## config.mk

```make
export PLATFORM = sky130hd
export DESIGN_NAME = vip_sqrt_cell
export DESIGN_NICKNAME = d
export VERILOG_FILES = /design/src/vip_pkg.sv /design/src/vip_sqrt_cell.sv
export SDC_FILE = /design/constraint.sdc
export NUM_CORES = 1
export LEC_CHECK = 0
export BUFFER_PORTS_ARGS = -buffer_cell sky130_fd_sc_hd__buf_2
export CORE_AREA = 2 2 165 167
export DETAILED_ROUTE_END_ITERATION = 10
export DIE_AREA = 0 0 167 169
export PLACE_DENSITY = 0.61
export SKIP_LAST_GASP = 1
export SLEW_MARGIN = 20
export SYNTH_ARGS = -nofsm -noshare
export SYNTH_HDL_FRONTEND = slang
export SYNTH_SLANG_ARGS = --single-unit
```

## constraint.sdc

```tcl
create_clock -name clk -period 2 [get_ports clk]
set_input_delay 0.6 -clock clk [delete_from_list [all_inputs] [get_ports clk]]
set_output_delay 0.6 -clock clk [all_outputs]
set_load 0.1 [all_outputs]
```

## src/vip_pkg.sv

```systemverilog
`timescale 1ns / 1ps
`default_nettype none
// ----------------------------------------------------------------------------
// Vegetation index package
// Shared types and constants for the per-pixel vegetation index pipeline.
// ----------------------------------------------------------------------------
package vip_pkg;

	localparam int DIV_STEPS  = 31;
	localparam int SQRT_STEPS = 16;

	localparam logic [14:0] SOIL_RESET = 15'd8192;
	localparam logic [16:0] ONE_Q14    = 17'd16384;
	localparam logic [14:0] TVI_OFS    = 15'd8192;
	localparam logic [30:0] HALF_Q     = 31'h2000_0000;

	localparam int M_DVI  = 0;
	localparam int M_NDVI = 1;
	localparam int M_RVI  = 2;
	localparam int M_NRVI = 3;
	localparam int M_TVI  = 4;
	localparam int M_CTVI = 5;
	localparam int M_TTVI = 6;
	localparam int M_SAVI = 7;

	typedef struct packed {
		logic               miss;
		logic               s_nz;
		logic               red_nz;
		logic               neg;
		logic               dpos;
		logic signed [16:0] d;
	} side_t;

	typedef struct packed {
		logic [16:0] rem;
		logic [30:0] low;
	} div_lane_t;

	typedef struct packed {
		div_lane_t   qa;
		div_lane_t   sv;
		div_lane_t   rv;
		logic [16:0] s;
		logic [16:0] rd;
		side_t       side;
	} div_word_t;

	typedef struct packed {
		logic [17:0] rem;
		logic [31:0] x;
		logic [15:0] root;
	} sq_lane_t;

	typedef struct packed {
		logic [15:0] ndvi;
		logic [23:0] rvi;
		logic [15:0] savi;
		logic        cpos;
		side_t       side;
	} carry_t;

	typedef struct packed {
		sq_lane_t la;
		sq_lane_t lb;
		carry_t   cr;
	} sq_word_t;

	typedef struct packed {
		logic [16:0] dvi;
		logic [15:0] ndvi;
		logic [23:0] rvi;
		logic [15:0] nrvi;
		logic [14:0] tvi;
		logic [15:0] ctvi;
		logic [14:0] ttvi;
		logic [15:0] savi;
		logic [7:0]  mask;
	} res_t;

endpackage
`default_nettype wire

```

## src/vip_sqrt_cell.sv

```systemverilog
`timescale 1ns / 1ps
`default_nettype none
// ----------------------------------------------------------------------------
// Square root cell
// One restoring root digit for each of the two square root lanes.
// ----------------------------------------------------------------------------
module vip_sqrt_cell import vip_pkg::*; (
	input  logic     clk,
	input  logic     arst_n,
	input  logic     en,
	input  logic     vld_in,
	input  sq_word_t w_in,
	output logic     vld_q,
	output sq_word_t w_q
);

	function automatic sq_lane_t step(sq_lane_t l);
		logic [19:0] t;
		logic [19:0] trial;
		logic        ge;
		sq_lane_t    r;
		t      = {l.rem, l.x[31:30]};
		trial  = {2'b00, l.root, 2'b01};
		ge     = (t >= trial);
		r.rem  = ge ? 18'(t - trial) : t[17:0];
		r.x    = {l.x[29:0], 2'b00};
		r.root = {l.root[14:0], ge};
		return r;
	endfunction

	sq_word_t nxt;

	always_comb begin
		nxt    = w_in;
		nxt.la = step(w_in.la);
		nxt.lb = step(w_in.lb);
	end

	always_ff @(posedge clk or negedge arst_n) begin
		if (!arst_n) begin
			vld_q <= 1'b0;
		end else if (en) begin
			vld_q <= vld_in;
		end
	end

	always_ff @(posedge clk) begin
		if (en) begin
			w_q <= nxt;
		end
	end

endmodule
`default_nettype wire

```

==> results of run 1 <==
metrics by stage:
step                cells  setup TNS, ns  instance area [sq um]
CTS                  1470          -4.29                  13500
finish               1470          -5.44                  13700
floorplan             540         -21.53                   8760
detailed placement   1413         -30.34                  12200
global route         1470          -7.65                  13700
global placement     1413         -28.99                  12200
final cells by class:
class	count	area, sq um	share of cell area (%)
inverter	42	165	1.20
tap	341	427	3.11
clock buffer	27	633	4.61
sequential	208	6240	45.5
antenna	1	2.50	0.0182
timing repair buffer	557	3340	24.3
clock inverter	17	240	1.75
multi-input combinational	277	2680	19.5
layer usage:
metal	vias to the layer above	wire length, microns	track usage, %
met1	3212	11700	23.9
met5	-	0	0
met2	266	13900	32.5
met3	44	2250	5.52
li1	3174	-	-
met4	0	848	6.33
registers in the layout, summed over array words and instances (netlist names):
name and flops:
vld_q 1, w_q 207
worst max-delay path by stage:
stage | from | to | slack [ns] | depth (start not counted)
6_report | w_in[157] | w_q[201] | -0.29 | 11
5_1_grt | w_in[157] | w_q[201] | -0.34 | 11
4_1_cts | w_in[205] | w_q[202] | -0.25 | 11
2_1_floorplan | w_in[193] | w_q[203] | -0.66 | 9
3_5_place_dp | w_in[79] | w_q[134] | -0.89 | 9
3_3_place_gp | w_in[146] | w_q[210] | -0.86 | 11
cells in the final DEF (no fill, tap or decap), drive strengths merged, types with 7 or more instances in the layout:
master,n
buf,554
edfxtp,207
inv,43
ha,36
nand2,33
o21ai,31
clkbuf,29
nor2,18
xnor2,18
a21oi,18
mux2,17
xor2,13
nor2b,9
clkinv,9
o21a,7
kinds of logic (layout without fill, tap and decap cells):
group / count (synthesis) / count (layout) / share of synthesized area, %
other cells: 1 / 5 / 0.0438
flops: 208 / 208 / 72.8
buf+inv: 55 / 643 / 2.92
compound gates: 101 / 101 / 8.28
xor+xnor: 31 / 31 / 3.17
mux: 18 / 18 / 2.61
fa+ha+maj: 36 / 36 / 5.26
simple gates: 87 / 87 / 4.91
synth_stat cells (4+ instances only):
cell      instances
edfxtp_1        207
buf_4             6
and3_1            6
o21ai_0          29
inv_1            42
a211oi_1          5
ha_1             36
a21oi_1          17
nand2_1          33
nand4_1           4
xnor2_1          18
mux2_2           11
nor2_1           18
nor3_1            6
a21o_1            6
xor2_1           13
a31oi_1           4
o21a_1            6
mux2_4            6
nor2b_1           8
timing repair:
item / 4_1_cts / 5_1_grt
buffers inserted: 10 / 3
cloned: 2 / 1
hold endpoints to repair: 1 / 0
pin swaps: 26 / 19
resized for setup: 71 / 44
hold buffers: 1 / 0
setup endpoints to repair: 37 / 38
power by group through the flow:
| stage | combinational, uW | sequential, uW | clock [uW] |
|---|---|---|---|
| 2_1_floorplan | 771 | 8460 | 0 |
| 3_3_place_gp | 4950 | 5470 | 0 |
| 3_5_place_dp | 4970 | 5480 | 0 |
| 4_1_cts | 5160 | 5390 | 4940 |
| 5_1_grt | 5440 | 5430 | 5100 |
| 6_report | 5260 | 5390 | 4840 |
==> summary.md, run 1 <==
| Metric | Value |
|---|---|
| Outcome | `complete, but fails checks` |
| Failing checks | `negative setup slack` |
| Fin. max-slew vios | `0` |
| CP cell instances | `buf_8 -> inv_4 -> ha_4 -> a21o_1 -> a31oi_1 -> nor2b_1 -> a311oi_2 -> o21ai_2 -> a31oi_4 -> buf_8 -> mux2_2` |
| Sequential power share | `around a third` |
| Die ar. | `~0.028 sq mm` |
| Pre-CTS WS | `-0.887 ns` |
| Fmax achieved | `roughly 0.44 GHz` |
| Total gr overflow | `0` |
| CTS tree | `yes` |
| Worst Hold Class | `in2reg` |
| First-pass GRT wire length | `roughly 41,000 microns` |
| Slowest stage delay, CP | `approximately 0.34 ns` |
| Worst hold margin | `around 0.26 ns` |
| WL/cell | `between 15 and 20 microns` |
| Arrival time worst endpoint | `roughly 2.6 ns` |
| Final Cycle Share | `115%` |
| Die width | `167 microns` |
| Post-DP HPWL | `roughly 22,000 microns` |
| Startpoint Class | `input pin` |
| Synth async-reset ratio | `less than 1%` |
| LEAKAGE | `0.00607 uW` |
| Buf/Inv on CP | `3` |
| Switch Pwr | `5900 uW` |
| Cell Area, Synth | `0.00857 sq mm` |
| CP Capture Type | `flop` |
| Routed Antenna Nets | `0` |
| Endpoint, Worst Hold | `w_q[51]` |
| Core area | `roughly 0.027 sq mm` |
| Clock Sinks | `between 200 and 250` |
| Worst-path fanout max | `9` |
| Endpoints failing hold | `0` |
| Total power | `~15,000 uW` |
| Post-synth EDFFs | `207` |
| R2R Setup Slk | `1.25 ns` |
| Number of port buffers | `approximately 420` |
| Vias/cell | `~4.6` |
| Reg2Reg Depth | `1` |
| Vias in the first global route | `6,836` |
| Post-synthesis sequential area ratio | `72.8%` |
| Fin crit period | `roughly 2.3 ns` |
| DRT Wirelength | `approximately 29,000 microns` |
| Pwr/cell area | `around 1100 mW/mm^2` |
| RSZ-0062 raised after global routing | `yes` |
| Max-cap viol count | `0` |
| # nets final | `between 1,000 and 1,500` |
| IO Pins | `427` |
| Ys flop type | `edfxtp_1` |
| Worst-skew pair later-pin latency | `around 0.50 ns` |
| Initial antenna violation count | `2` |
| Hold path startpoint | `w_in[51]` |
| Initial core utilization | `between 30 and 40%` |
| Share of cells above drive strength 1 | `between 60% and 70%` |
| Worst Hold Path Cells | `1` |
| Num CTS Buffers | `24` |
| Number of DRC markers in iteration 0 | `about 380` |
| Yosys top cell area share | `between 70% and 80%` |
| Die span in y | `169 microns` |
| Crit Path Category | `in2reg` |
| Cells after Synth | `roughly 540` |
| CP required | `2.26 ns` |
| Post-route DRC | `0` |
| CP max stage cell | `mux2_2` |
| Clock Skews | `0 ns` |
| Distinct cells, synth | `between 60 and 70` |
| Clock network fraction of total power | `31.2%` |
| Num rows | `60` |
| Routed vias | `~6,700` |
| Final setup viols | `35` |
| Post-synthesis register bit count | `208` |
| GRT Util Overall | `about a fifth` |
| Mean Syn Cell Area | `around 16 sq um` |
| RR Startpoint | `vld_q` |
| GP Congestion | `between 0.8 and 0.9` |
| Synth area leaders | `edfxtp_1, ha_1, inv_1, xnor2_1, o21ai_0` |
| Worst R2R End | `vld_q` |
| VDD IR-drop max | `~0.76 mV` |
| Comb power frac | `about a third` |
| Most used cell, CP | `buf_8` |
| Slew margin rel. | `between 60% and 70%` |
| Largest net degree at the start of global routing | `57` |
| Worst Setup Slack, final | `-0.291 ns` |
| Drt pass-1 iters | `4` |
| Area added between synthesis and finish | `60.2%` |
| Syn. warnings | `0` |
| P_int | `between 9000 and 10,000 uW` |
| Reg clk slew, reported paths | `about 0.060 ns` |
| Post-layout util | `51.8%` |
| Fillers | `~2,300` |
| CP top delay family | `compound AO/OA/AOI/OAI gates` |
| Root Driver | `clkbuf_16` |
| Worst-Margin Slew | `between 0.5 and 0.6 ns` |
| Clk buf depth | `3` |
| H-tree level count | `1` |
| Cell accounting for the most synthesized area | `edfxtp_1` |
| Switching share of power | `about two fifths` |
(Power assumes the default switching activity.)
==> run 2: changes to the inputs <==
--- a/config.mk
+++ b/config.mk
@@ -5,11 +5,12 @@
 export SDC_FILE = /design/constraint.sdc
 export NUM_CORES = 1
 export LEC_CHECK = 0
+export ABC_AREA = 1
 export BUFFER_PORTS_ARGS = -buffer_cell sky130_fd_sc_hd__buf_2
-export CORE_AREA = 2 2 165 167
+export CORE_MARGIN = 2
+export CORE_UTILIZATION = 35
 export DETAILED_ROUTE_END_ITERATION = 10
-export DIE_AREA = 0 0 167 169
-export PLACE_DENSITY = 0.61
+export PLACE_DENSITY = 0.64
 export SKIP_LAST_GASP = 1
 export SLEW_MARGIN = 20
 export SYNTH_ARGS = -nofsm -noshare
==> run 2 against run 1 <==
Compared with the run above: the run now ends clean; non-clock buffer count is 41 lower; clock power is 17% lower; die area is 4.4% lower; critical path depth is 10 lower; largest cell class unchanged; sequential power hardly changed.
==> summary.md, run 2 <==
| Metric | Value |
|---|---|
| Outcome | `complete, no violations` |
| Worst-Margin Slew | `approximately 0.55 ns` |
| Fin crit period | `1.90 ns` |
| Die span in y | `between 150 and 200 microns` |
| # nets final | `~1,500` |
| Post-synth EDFFs | `between 200 and 250` |
| Highest metal used | `met4` |
| Number of port buffers | `between 400 and 500` |
| Setup TNS | `0 ns` |
| CP Capture Type | `output port` |
| Num CTS Buffers | `23` |
| Area added between synthesis and finish | `48.4%` |
| Cell Area, Synth | `~0.0090 sq mm` |
| Arrival time worst endpoint | `1.30 ns` |
| Post-synth top cells | `nand2_1, edfxtp_1, inv_1, nand3_1, ha_1` |
| Buf/Inv on CP | `1` |
| Die width | `164 microns` |
| Most frequent cells in the layout | `buf_2, nand2_1, edfxtp_1` |
| Vias/cell | `around 4.5` |
| WL/cell | `around 17 microns` |
| Design area | `0.0134 sq mm` |
| CP max stage cell | `buf_2` |
| Core area | `between 0.02 and 0.03 sq mm` |
| CP required | `approximately 1.4 ns` |
| Met3 WL | `2360 microns` |
| Placement Cell Area | `about 0.013 sq mm` |
| Distinct cells, synth | `29` |
| IO Pins | `427` |
| Initial antenna violation count | `3` |
| VDD IR-drop max | `0.675 mV` |
| CP top delay family | `buffers and inverters` |
| Synth async-reset ratio | `less than 1%` |
| Vias in the first global route | `7,293` |
| Cells after Synth | `approximately 750` |
| Share of cells above drive strength 1 | `between 40 and 50%` |
| Drt pass-1 iters | `5` |
| Pwr/cell area | `1060 mW/mm^2` |
| CP cell instances | `buf_2` |
| Die ar. | `~0.027 sq mm` |
| First-pass GRT wire length | `approximately 40,000 microns` |
| Worst Hold Class | `in2reg` |
| Wire length on met2 | `about 13,000 microns` |
| DRT Wirelength | `~28,000 microns` |
| Slowest stage delay, CP | `about 0.43 ns` |
| Setup crit start | `w_q[131]` |
| Yosys top cell area share | `between 60% and 70%` |
| CTS tree | `yes` |
| Routed vias | `7,309` |
| Clock Skews | `0 ns` |
| Max-cap viol count | `0` |
| Largest net degree at the start of global routing | `57` |
| Fin. max-slew vios | `0` |
| Syn. warnings | `0` |
| Largest register by flop count | `w_q` |
| Final setup viols | `0` |
| Synth area leaders | `edfxtp_1, nand2_1, ha_1, inv_1, nand3_1` |
| Clock Sinks | `~210` |
| LEAKAGE | `0.00626 uW` |
| Final Cycle Share | `between 90% and 100%` |
| Post-DP HPWL | `between 20,000 and 25,000 microns` |
| Reg clk slew, reported paths | `about 0.06 ns` |
| Post-synthesis register bit count | `about 210` |
| Worst-path fanout max | `1` |
| Endpoints failing hold | `0` |
| GP Congestion | `just under 0.9` |
| Fmax achieved | `about 0.53 GHz` |
| Root Driver | `clkbuf_16` |
| M1 WL | `approximately 11,000 microns` |
| Largest register FFs | `~210` |
| Hold path startpoint | `w_in[7]` |
| Fillers | `roughly 2,200` |
| Ys flop type | `edfxtp_1` |
| Clk buf depth | `3` |
| Most frequent cell after synthesis | `nand2_1` |
| H-tree level count | `1` |
| Num rows | `58` |
| Initial core utilization | `a little over a third` |
| Startpoint Class | `flop` |
| Worst-skew pair later-pin latency | `~0.5 ns` |
| Slew margin rel. | `63.6%` |
| Post-route DRC | `0` |
| Crit Path Category | `reg2out` |
| Most common cell after layout, fill and taps aside | `buf_2` |
| RR Startpoint | `vld_q` |
| Largest regs | `w_q x207, vld_q x1` |
| Mean Syn Cell Area | `12.0 sq um` |
| Routed Antenna Nets | `0` |
| Number of DRC markers in iteration 0 | `around 420` |
| Post-synthesis sequential area ratio | `69.4%` |
| Total gr overflow | `0` |
| Cell accounting for the most synthesized area | `edfxtp_1` |
| GRT Util Overall | `approximately a fifth` |
| RSZ-0062 raised after global routing | `no` |
==> run 2: worst paths after layout <==
path / slack, ns / endpoint / depth (start not counted)
hold / removal: 0.27 / w_q[7] / 1
setup / recovery: 0.10 / w_q[131] / 1
setup reg to reg: 1.26 / vld_q / 1
max in group asynchronous: 1.52 / vld_q / 2
min in group asynchronous: 0.40 / vld_q / 2
hold reg to reg: 0.51 / vld_q / 1
==> run 2: final cells by class <==
class	count	area [sq um]	share of cell area (%)
multi-input combinational	434	2700	20.2
clock buffer	26	607	4.55
sequential	208	6240	46.7
inverter	99	382	2.86
tap	330	413	3.09
antenna	3	7.51	0.0562
clock inverter	15	113	0.843
timing repair buffer	516	2890	21.7
==> run 2: per-stage QoR <==
step	utilization [%]	cells	setup WS, ns	hold slack [ns]	power, uW
2_1_floorplan	-	751	0.0000940	0.304	9130
3_3_place_gp	50.1	1586	-0.250	0.374	10200
3_5_place_dp	50.1	1586	-0.277	0.376	10300
4_1_cts	53.0	1628	0.0735	0.249	14400
5_1_grt	53.0	1629	0.0426	0.245	14700
6_report	53.0	1631	0.103	0.270	14200
==> run 2: per-layer routing <==
layer	up-vias	track usage (%)
met2	293	32.7
met4	0	7.30
li1	3584	-
met1	3378	23.3
met3	54	4.82
met5	-	0
==> run 2: power breakdown <==
| group | internal, uW | total (uW) | leakage, uW | switching (uW) |
|---|---|---|---|---|
| logic | 967 | 4830 | 0.00386 | 3860 |
| registers | 5270 | 5360 | 0.00204 | 97.0 |
| clock network | 2320 | 4020 | 0.000364 | 1710 |
==> run 2: kinds of logic after synthesis <==
family	Yosys count	synth area share (%)
AOI/OAI and AO/OA	43	2.78
xor gates and xnor gates	20	2.03
adders and majority gates	36	5.01
other	1	0.0417
buffers and inverters	109	5.23
muxes	1	0.125
DFF	208	69.4
and+or+nand+nor	330	15.4
==> run 2: what timing repair did <==
| item | CTS | global route |
|---|---|---|
| hold endpoints to repair | 1 | 0 |
| buffers inserted | 0 | 0 |
| gates resized for setup | 0 | 0 |
| hold buffers | 1 | 0 |
==> run 3: changes to the inputs <==
--- a/config.mk
+++ b/config.mk
@@ -7,10 +7,10 @@
 export LEC_CHECK = 0
 export ABC_AREA = 1
 export BUFFER_PORTS_ARGS = -buffer_cell sky130_fd_sc_hd__buf_2
-export CORE_MARGIN = 2
-export CORE_UTILIZATION = 35
+export CORE_AREA = 2 2 164 166
 export DETAILED_ROUTE_END_ITERATION = 10
-export PLACE_DENSITY = 0.64
+export DIE_AREA = 0 0 166 168
+export PLACE_DENSITY = 0.63
 export SKIP_LAST_GASP = 1
 export SLEW_MARGIN = 20
 export SYNTH_ARGS = -nofsm -noshare
==> constraint.sdc (replaced) <==
create_clock -name clk -period 1.9 [get_ports clk]
set_input_delay 0.57 -clock clk [delete_from_list [all_inputs] [get_ports clk]]
set_output_delay 0.57 -clock clk [all_outputs]
set_load 0.1 [all_outputs]
==> run 3 against run 2 <==
Compared with the run above: hold slack lost 0.039 ns; sequential power grew 5.4%; critical path type unchanged; clock power grew 6.2%.
==> summary.md, run 3 (same netlist as run 2, synthesis figures left out) <==
| Metric | Value |
|---|---|
| Outcome | `complete, no violations` |
| Worst Hold Class | `in2reg` |
| Wire length on met2 | `around 13,000 microns` |
| Final setup viols | `0` |
| Worst Hold Path Cells | `1` |
| Largest register by flop count | `w_q` |
| Vias in the first global route | `just over 7,000` |
| Die span in y | `roughly 170 microns` |
| Most common cell after layout, fill and taps aside | `buf_2` |
| RSZ-0062 raised after global routing | `no` |
| GRT Util Overall | `about a fifth` |
| CP cell instances | `buf_2` |
| Sequential power share | `between 30 and 40%` |
| Register area | `0.00624 sq mm` |
| Post-DP HPWL | `roughly 22,000 microns` |
| Largest net degree at the start of global routing | `between 40 and 50` |
| LEAKAGE | `around 0.0063 uW` |
| Clock network fraction of total power | `approximately 28%` |
| CTS tree | `yes` |
| Arrival time worst endpoint | `1.29 ns` |
| Total gr overflow | `0` |
| Post-route DRC | `0` |
| GP Congestion | `roughly 0.87` |
| Most frequent cells in the layout | `buf_2, nand2_1, edfxtp_1` |
| Multi-input gate area | `approximately 0.0028 sq mm` |
| Number of port buffers | `roughly 420` |
| Crit Path Category | `reg2out` |
| Fin. max-slew vios | `0` |
| M1 WL | `roughly 12,000 microns` |
| VDD IR-drop max | `about 0.8 mV` |
| Final Cycle Share | `a little over nine tenths` |
| CP required | `1.33 ns` |
| Endpoint, Worst Hold | `w_q[185]` |
| CP max stage cell | `buf_2` |
| Placement Cell Area | `around 0.013 sq mm` |
| R2R Setup Slk | `about 1.2 ns` |
| Die ar. | `0.0279 sq mm` |
| P_int | `between 9000 and 10,000 uW` |
| DRT Wirelength | `27,500 microns` |
| Fmax achieved | `0.537 GHz` |
| Reg clk slew, reported paths | `roughly 0.06 ns` |
| IO Pins | `around 430` |
| Die width | `around 170 microns` |
| Setup TNS | `0 ns` |
| Setup crit start | `w_q[129]` |
| Slew margin rel. | `between 60% and 70%` |
| Worst-skew pair later-pin latency | `0.50 ns` |
| Share of cells above drive strength 1 | `between 50 and 60%` |
| CP top delay family | `buffers and inverters` |
| RR Startpoint | `vld_q` |
| Num CTS Buffers | `23` |
| Num rows | `60` |
| Pwr/cell area | `approximately 1100 mW/mm^2` |
| H-tree level count | `1` |
| Clk buf depth | `3` |
| Max-cap viol count | `0` |
| Routed vias | `~7,300` |
| Fillers | `between 2,000 and 2,500` |
| Clock Skews | `0 ns` |
| Number of DRC markers in iteration 0 | `516` |
| Fin crit period | `between 1.5 and 2 ns` |
| Slowest stage delay, CP | `roughly 0.43 ns` |
| WL/cell | `between 15 and 20 microns` |
| Largest register FFs | `207` |
| Largest regs | `w_q x207, vld_q x1` |
| Initial core utilization | `34.1%` |
| Vias/cell | `approximately 4.5` |
| Clock Sinks | `208` |
| Core area | `~0.026 sq mm` |
| Worst-path fanout max | `1` |
| Root Driver | `clkbuf_16` |
| Switch Pwr | `5930 uW` |
| Initial antenna violation count | `1` |
| Endpoints failing hold | `0` |
| Design area | `between 0.01 and 0.015 sq mm` |
| Met3 WL | `2090 microns` |
| Area added between synthesis and finish | `50.7%` |
| Switching share of power | `39.3%` |
| Worst R2R End | `vld_q` |
| # nets final | `around 1,500` |
| Startpoint Class | `flop` |
| First-pass GRT wire length | `around 41,000 microns` |
| Routed Antenna Nets | `0` |
| Highest metal used | `met4` |
| Reg2Reg Depth | `1` |
| CP Capture Type | `output port` |
| Comb power frac | `between 30% and 40%` |
| Drt pass-1 iters | `5` |
| Hold path startpoint | `w_in[183]` |
| Buf/Inv on CP | `1` |
| Worst-Margin Slew | `roughly 0.53 ns` |
run 3: repair_timing:
item | 4_1_cts | 5_1_grt
endpoints found under the hold margin | 1 | 0
hold buffers | 1 | 0
resized for setup | 11 | 8
setup endpoints to repair | 11 | 8
setup buffers | 0 | 0
pin swaps | 0 | 0
run 3: final cells by class:
type	instances	area share [%]
Antenna cell	1	0.0185
Clock buffer	32	4.57
Clock inverter	9	0.692
Inverter	99	3.06
Multi-Input combinational cell	434	20.5
Sequential cell	208	46.0
Tap cell	341	3.15
Timing Repair Buffer	525	22.0
run 3: routing by layer:
layer,global-route usage (%),up-vias
met5,0,-
met4,5.18,0
met3,4.33,39
met2,30.8,308
met1,25.2,3394
li1,-,3606
run 3: power groups by stage:
stage / combinational, uW / sequential (uW) / clock, uW
CTS: 5170 / 5650 / 4420
finish: 5160 / 5650 / 4270
floorplan: 881 / 8780 / 0
detailed placement: 5150 / 5740 / 0
global placement: 5120 / 5730 / 0
global route: 5380 / 5690 / 4570
run 3: worst max path at each step:
stage,endpoint,slack [ns],cells past startpoint
floorplan,w_q[129],-0.06,14
global placement,w_q[206],-0.29,12
detailed placement,w_q[208],-0.31,12
CTS,w_q[204],0.001,1
global route,w_q[210],0.002,1
finish,w_q[129],0.04,1
run 3: per-stage QoR:
step | cells | util [%] | power, uW | hold WS [ns] | setup WS (ns)
global placement | 1606 | 48.5 | 10900 | 0.347 | -0.286
detailed placement | 1606 | 48.5 | 10900 | 0.348 | -0.314
CTS | 1648 | 51.4 | 15200 | 0.196 | 0.00143
global route | 1649 | 51.4 | 15600 | 0.203 | 0.00200
finish | 1649 | 51.4 | 15100 | 0.231 | 0.0382
floorplan | 751 | - | 9660 | 0.274 | -0.0603
